File: config.mk
export PLATFORM = sky130hd
export DESIGN_NAME = nand_page_read_sequencer
export DESIGN_NICKNAME = d
export VERILOG_FILES = /design/src/hw/rtl/nprs_pkg.sv /design/src/hw/rtl/nand_page_read_sequencer.sv
export SDC_FILE = /design/constraint.sdc
export NUM_CORES = 1
export LEC_CHECK = 0
export ABC_AREA = 1
export BUFFER_PORTS_ARGS = -buffer_cell sky130_fd_sc_hd__buf_2
export CORE_MARGIN = 3
export CORE_UTILIZATION = 57
export DETAILED_ROUTE_END_ITERATION = 12
export PLACE_DENSITY = 0.8
export SYNTH_ARGS = -nofsm -noshare
export SYNTH_HDL_FRONTEND = slang
export SYNTH_SLANG_ARGS = --single-unit
File: constraint.sdc
create_clock -name aclk -period 2.7 [get_ports aclk]
set_input_delay 0.135 -clock aclk [delete_from_list [all_inputs] [get_ports aclk]]
set_output_delay 0.135 -clock aclk [all_outputs]
set_load 0.01 [all_outputs]
File: src/hw/rtl/nprs_pkg.sv
// ----------------------------------------------------------------------------
// nprs_pkg
// Types and constants shared by the NAND page read sequencer and its checker.
// ----------------------------------------------------------------------------
package nprs_pkg;

    // Flash bus operation reported with every result item
    typedef enum logic [2:0] {
        OP_NONE     = 3'd0,
        OP_SELECT   = 3'd1,
        OP_CMD      = 3'd2,
        OP_ADDR     = 3'd3,
        OP_WAIT     = 3'd4,
        OP_DATA     = 3'd5,
        OP_DESELECT = 3'd6
    } bus_op_t;

    // Item kinds on the input channel
    localparam logic ACT_START = 1'b0;
    localparam logic ACT_STEP  = 1'b1;

    // Large-page read commands
    localparam logic [7:0] CMD_READ    = 8'h00;
    localparam logic [7:0] CMD_CONFIRM = 8'h30;

    // Five address bytes per page access
    localparam logic [2:0] ADDR_LAST_CYCLE = 3'd4;

    localparam int unsigned S_TDATA_W = 80;
    localparam int unsigned M_TDATA_W = 48;
    localparam int unsigned M_TUSER_W = 4;

endpackage

File: src/hw/rtl/nand_page_read_sequencer.sv
// ----------------------------------------------------------------------------
// nand_page_read_sequencer
// Steps a large-page NAND flash through select, read command, five address
// bytes, confirm, ready wait and data reads, page by page, then deselect.
// ----------------------------------------------------------------------------
// A start item (s_tuser = 0) loads a byte address and a length and answers
// with a "none" item. Every following step item (s_tuser = 1) produces one
// bus operation: select, command 0x00, column low/high, page bytes 0..2,
// command 0x30, wait until ready_req is seen high, then one data read per
// step up to the end of the page or the request; the next page starts again
// at the read command with column zero, and a deselect with m_tlast set ends
// the request. A zero length gives select and then deselect. Every item gives
// exactly one result item. The block takes one item per clock: the state
// update and the result are computed in one pass from the accepted item into
// the output register, and a new item is taken whenever that register is
// empty or is being drained in the same cycle. PAGE_BYTES must be a power
// of two (512 to 16384); the column is the low address bits and the page
// number is the address shifted right.
// ----------------------------------------------------------------------------
module nand_page_read_sequencer #(
    parameter int unsigned PAGE_BYTES = 2048
) (
    input  logic                                aclk,
    input  logic                                aresetn,
    input  logic                                s_tvalid,
    output logic                                s_tready,
    // s_tdata: start_address[31:0], length[63:32], ready_req[64],
    //          data_in[72:65], zero fill[79:73]
    input  logic [nprs_pkg::S_TDATA_W-1:0]      s_tdata,
    // s_tuser: action[0]
    input  logic [0:0]                          s_tuser,
    output logic                                m_tvalid,
    input  logic                                m_tready,
    // m_tdata: bus_value[7:0], data_byte[15:8], byte_index[47:16]
    output logic [nprs_pkg::M_TDATA_W-1:0]      m_tdata,
    // m_tuser: bus_op[2:0], data_valid[3]
    output logic [nprs_pkg::M_TUSER_W-1:0]      m_tuser,
    // m_tlast: done_res
    output logic                                m_tlast
);

    localparam int unsigned PAGE_SHIFT = $clog2(PAGE_BYTES);
    localparam logic [31:0] COL_MASK   = 32'(PAGE_BYTES - 1);

    typedef enum logic [3:0] {
        PH_IDLE,
        PH_SELECT,
        PH_CMD_READ,
        PH_ADDR,
        PH_CMD_CONFIRM,
        PH_WAIT,
        PH_DATA,
        PH_DESELECT
    } phase_t;

    // Sequencer state
    phase_t        phase_reg, phase_next;
    logic [31:0]   addr_reg, addr_next;
    logic [31:0]   done_cnt_reg, done_cnt_next;
    logic [31:0]   total_reg, total_next;
    logic [2:0]    acyc_reg, acyc_next;

    // Output register
    logic              m_valid_reg, m_valid_next;
    nprs_pkg::bus_op_t op_reg, op_next;
    logic [7:0]        value_reg, value_next;
    logic              dvalid_reg, dvalid_next;
    logic [7:0]        dbyte_reg, dbyte_next;
    logic [31:0]       index_reg, index_next;
    logic              done_reg, done_next;

    // Input fields
    logic        in_action;
    logic [31:0] in_start_address;
    logic [31:0] in_length;
    logic        in_ready;
    logic [7:0]  in_data;

    logic        take;
    logic [31:0] column;
    logic [31:0] page;
    logic [31:0] addr_inc;
    logic [31:0] done_inc;
    logic [7:0]  addr_byte;

    assign in_action        = s_tuser[0];
    assign in_start_address = s_tdata[31:0];
    assign in_length        = s_tdata[63:32];
    assign in_ready         = s_tdata[64];
    assign in_data          = s_tdata[72:65];

    // Take a new item whenever the output register frees up this cycle
    assign s_tready = aresetn && (!m_valid_reg || m_tready);
    assign take     = s_tvalid && s_tready;

    assign column   = addr_reg & COL_MASK;
    assign page     = addr_reg >> PAGE_SHIFT;
    assign addr_inc = addr_reg + 32'd1;
    assign done_inc = done_cnt_reg + 32'd1;

    // Column bytes first, then the three low page bytes
    always_comb begin
        case (acyc_reg)
            3'd0:    addr_byte = column[7:0];
            3'd1:    addr_byte = column[15:8];
            3'd2:    addr_byte = page[7:0];
            3'd3:    addr_byte = page[15:8];
            default: addr_byte = page[23:16];
        endcase
    end

    always_comb begin
        phase_next    = phase_reg;
        addr_next     = addr_reg;
        done_cnt_next = done_cnt_reg;
        total_next    = total_reg;
        acyc_next     = acyc_reg;

        op_next     = op_reg;
        value_next  = value_reg;
        dvalid_next = dvalid_reg;
        dbyte_next  = dbyte_reg;
        index_next  = index_reg;
        done_next   = done_reg;

        // Drop the held result once taken
        m_valid_next = m_valid_reg && !m_tready;

        if (take) begin
            m_valid_next = 1'b1;
            op_next      = nprs_pkg::OP_NONE;
            value_next   = 8'd0;
            dvalid_next  = 1'b0;
            dbyte_next   = 8'd0;
            index_next   = 32'd0;
            done_next    = 1'b0;

            if (in_action == nprs_pkg::ACT_START) begin
                // Abandon any active request and load the new one
                addr_next     = in_start_address;
                total_next    = in_length;
                done_cnt_next = 32'd0;
                acyc_next     = 3'd0;
                phase_next    = PH_SELECT;
            end else begin
                unique case (phase_reg)
                    PH_IDLE: begin
                        phase_next = PH_IDLE;
                    end
                    PH_SELECT: begin
                        op_next    = nprs_pkg::OP_SELECT;
                        phase_next = (total_reg == 32'd0) ? PH_DESELECT : PH_CMD_READ;
                    end
                    PH_CMD_READ: begin
                        op_next    = nprs_pkg::OP_CMD;
                        value_next = nprs_pkg::CMD_READ;
                        acyc_next  = 3'd0;
                        phase_next = PH_ADDR;
                    end
                    PH_ADDR: begin
                        op_next    = nprs_pkg::OP_ADDR;
                        value_next = addr_byte;
                        if (acyc_reg >= nprs_pkg::ADDR_LAST_CYCLE) begin
                            acyc_next  = 3'd0;
                            phase_next = PH_CMD_CONFIRM;
                        end else begin
                            acyc_next = acyc_reg + 3'd1;
                        end
                    end
                    PH_CMD_CONFIRM: begin
                        op_next    = nprs_pkg::OP_CMD;
                        value_next = nprs_pkg::CMD_CONFIRM;
                        phase_next = PH_WAIT;
                    end
                    PH_WAIT: begin
                        // Hold in wait until the flash reports ready
                        op_next = nprs_pkg::OP_WAIT;
                        if (in_ready) begin
                            phase_next = PH_DATA;
                        end
                    end
                    PH_DATA: begin
                        op_next       = nprs_pkg::OP_DATA;
                        dvalid_next   = 1'b1;
                        dbyte_next    = in_data;
                        index_next    = done_cnt_reg;
                        done_cnt_next = done_inc;
                        addr_next     = addr_inc;
                        if (done_inc == total_reg) begin
                            phase_next = PH_DESELECT;
                        end else if ((addr_inc & COL_MASK) == 32'd0) begin
                            // Page boundary: reissue the read at column zero
                            phase_next = PH_CMD_READ;
                        end
                    end
                    PH_DESELECT: begin
                        op_next    = nprs_pkg::OP_DESELECT;
                        done_next  = 1'b1;
                        phase_next = PH_IDLE;
                    end
                    default: begin
                        phase_next = PH_IDLE;
                    end
                endcase
            end
        end
    end

    always_ff @(posedge aclk) begin
        op_reg       <= op_next;
        value_reg    <= value_next;
        dvalid_reg   <= dvalid_next;
        dbyte_reg    <= dbyte_next;
        index_reg    <= index_next;
        done_reg     <= done_next;
        if (!aresetn) begin
            phase_reg    <= PH_IDLE;
            m_valid_reg  <= 1'b0;
            addr_reg     <= 32'd0;
            done_cnt_reg <= 32'd0;
            total_reg    <= 32'd0;
            acyc_reg     <= 3'd0;
        end else begin
            phase_reg    <= phase_next;
            m_valid_reg  <= m_valid_next;
            addr_reg     <= addr_next;
            done_cnt_reg <= done_cnt_next;
            total_reg    <= total_next;
            acyc_reg     <= acyc_next;
        end
    end

    assign m_tvalid = m_valid_reg;
    assign m_tdata  = {index_reg, dbyte_reg, value_reg};
    assign m_tuser  = {dvalid_reg, op_reg};
    assign m_tlast  = done_reg;

endmodule

==> run_results.csv <==
group,metric,value,unit
run_status,status,"finished clean",
worst_setup_path,slowest_delay,0.37,ns
drt,drt_pass1_iterations,5,
power_and_ir_drop,power_switching,1.389,mW
power_and_ir_drop,p_per_area,530.5,nW/µm²
power_and_ir_drop,seq_power_share,46.5,%
final_layout,final_layout_size_suffix_gt1_share,15.62,%
power_and_ir_drop,leakagePower,4.148,nW
worst_setup_path,crit_path_start_kind,"register",
synthesis,yosysUniqueCellTypes,42,
drt,drc,0,
worst_setup_path,crit_top_cell,"nand2_1",
global_routing,antenna_found_initial,0,
final_layout,final_cell_mix,"nand2_1, nor2_1, buf_2",
synthesis,syn-num-nets,1308,
worst_setup_path,worst_ep_required_time,2.98,ns
cts,tritoncts,"yes",
cts,cts.sinks,156,
cts,htree_levels,4,
floorplanning,fp-row-count,44,
worst_setup_path,cp_top_family,"simple AND/OR/NAND/NOR gates",
floorplanning,initial_core_util,58.71,%
synthesis,synth_seq_cells,156,
drt,routed_via_density,5.543,
synthesis,synthesis.area,8598,µm²
cts,clk_latency,0.43,ns
drt,antenna_left,0,
placed_design,post-dp-hpwl,17680,µm
final_layout,diodes,0,
worst_setup_path,critPathSlowestCell,"dfxtp_4",
final_layout,mostFrequentLayoutCell,"nand2_1",
global_routing,overflow,0,
drt,routed_wl,24860,µm
drt,wire_per_inst,16.00,µm
global_routing,grt_pass1_wl,39630,µm
synthesis,ys_top_cells_by_area,"dfxtp_1, edfxtp_1, nand2_1, nor2_1, a21oi_1",
timing,hold_viol,0,
power_and_ir_drop,p_sw_share,25.38,%
worst_setup_path,worstPathArrival,2.79,ns
placed_design,gp_congestion,0.9374,
power_and_ir_drop,internal_power,4.084,mW
hold_path,hp-class,"in -> reg",
floorplanning,die_area,16590,µm²
synthesis,yosys.area.top_type,"dfxtp_1",
worst_setup_path,crit_chain,"ha_2 -> nand2_2 -> nor2_4 -> nand2_2 -> nor2_4 -> buf_12 -> nand2_1 -> nand2_1 -> nand2_1 -> nand2_1 -> nand2_1 -> nor2_1 -> nand2_1 -> nor2_2 -> nand3_2 -> nand2_1 -> nand2_1 -> nand2_1 -> a21oi_1",
timing,tns,0,ns
drt,initialDrtViolationCount,880,
power_and_ir_drop,ir_worst_vdd,0.4175,mV
drt,vias,8614,
worst_setup_path,worst-path-buf-inv,1,
synthesis,seq_area_frac_synth,42.49,%
cts,clockRootBuffer,"clkbuf_16",
timing,max_slew.worst_pin.slew,0.7836,ns
floorplanning,die_h,128.8,µm
timing,setup_violations,0,
cts,clk_pin_slew,0.07,ns
run,cap_viol_max_count,0,
timing,skew,0.01031,ns
synthesis,synth-edff-count,53,
synthesis,avgSynthCellArea,7.088,µm²
timing,period_share,93.01,%
global_routing,grtUsageTotal,30.18,%
power_and_ir_drop,pwr-share-comb,8.7,%
timing,final_max_slew_viol_count,0,
timing,rsz0062_at_grt,"yes",
floorplanning,die_w,128.8,µm
cts,cts_made_buffers,17,
placed_design,io_buffer_count,132,
cts,cts_buffer_depth,2,
timing,max_slew_margin,47.76,%
worst_setup_path,critPathCaptureType,"register",
timing,fmax,398.2,MHz
final_layout,fin_nets,1452,
final_layout,area_growth,19.97,%
timing,timing.hold.ws,0.006734,ns
timing,min_period,2.511,ns
global_routing,grt_max_degree,64,
synthesis,synth_top_area_share,23.98,%
floorplanning,coreArea,14640,µm²
synthesis,ys_warn_count,0,
synthesis,ys.flop_type,"dfxtp_1",
synthesis,synthCells,1213,
synthesis,synth-async-reset-ratio,0,%
global_routing,grt_pass1_vias,8075,
power_and_ir_drop,p_clk_share,44.8,%
worst_setup_path,crit_type,"reg -> reg",
worst_setup_path,cp_max_fo,5,
floorplanning,pin_count,140,
cell type report:
| type | count | area, µm² |
|---|---|---|
| fill | 1238 | 4329 |
| multi-input combinational | 878 | 4313 |
| sequential | 156 | 3657 |
| timing repair buffer | 167 | 1001 |
| inverter | 137 | 514.2 |
| clock buffer | 18 | 439.2 |
| tap | 184 | 230.2 |
| clock inverter | 14 | 160.2 |
final timing paths:
check | from | to | slack [ns] | cells past startpoint
setup / recovery | done_cnt_reg[1] | phase_reg[2] | 0.19 | 19
hold / removal | s_tdata[49] | total_reg[17] | 0.007 | 3
setup reg to reg | done_cnt_reg[1] | phase_reg[2] | 0.19 | 19
hold reg to reg | done_cnt_reg[31] | done_cnt_reg[31] | 0.48 | 2
per-stage QoR:
| stage | instance area [µm²] | utilization, % | std cells | power [mW] | setup slack, ns |
|---|---|---|---|---|---|
| CTS | 10250 | 70.01 | 1553 | 5.477 | 0.07032 |
| floorplan | 8598 | - | 1213 | 2.856 | 0.4276 |
| global placement | 9443 | 64.48 | 1500 | 3.034 | 0.2517 |
| global route | 10310 | 70.44 | 1554 | 5.638 | -0.02477 |
| detailed placement | 9443 | 64.48 | 1500 | 3.043 | 0.1183 |
| finish | 10310 | 70.44 | 1554 | 5.473 | 0.1886 |
worst register-to-register path, stage by stage, from the launching register on:
cell	delay (ns)
dfxtp_4	0.37
ha_2	0.20
nand2_2	0.10
nor2_4	0.23
nand2_2	0.12
nor2_4	0.13
buf_12	0.13
nand2_1	0.05
nand2_1	0.07
nand2_1	0.07
nand2_1	0.06
nand2_1	0.05
nor2_1	0.13
nand2_1	0.09
nor2_2	0.14
nand3_2	0.12
nand2_1	0.08
nand2_1	0.09
nand2_1	0.09
a21oi_1	0.06
synth_stat cells (all sizes together), types with 15 or more instances:
cell / n
dfxtp: 103
nor2: 161
nand3: 84
a21oi: 107
nand2: 330
nand4: 15
o21ai: 76
edfxtp: 53
xor2: 24
nor3: 16
inv: 133
clkbuf: 36
power by group through the flow:
stage,Clock [mW],Combinational [mW],Sequential [mW]
final,2.45,0.476,2.55
after global routing,2.56,0.527,2.56
after CTS,2.46,0.471,2.55
after detailed placement,0,0.445,2.60
after global placement,0,0.438,2.60
after floorplan,0,0.253,2.60
timing repair:
item | 4_1_cts | 5_1_grt
setup buffers | 0 | 1
hold buffers | 21 | 0
hold endpoints to repair | 21 | 0
resized for setup | 0 | 10
endpoints found under the setup margin | 0 | 5
cells by family after synthesis:
logic type / Yosys count / synth area share (%)
AND/OR/NAND/NOR: 619 / 30.63
adder cells (fa/ha/maj): 10 / 1.455
XOR/XNOR: 32 / 3.740
flip-flops: 156 / 42.49
AO/OA/AOI/OAI: 217 / 13.80
buffers and inverters: 179 / 7.887
metal layers:
metal	vias up	GRT usage, %	part of all wire (%)
met5	-	0	0
met4	0	14.14	4.4
met3	72	3.985	6.6
met2	380	52.10	48
met1	3895	37.42	41
li1	4267	-	-
Note: power is estimated with default switching activity, not from simulation.
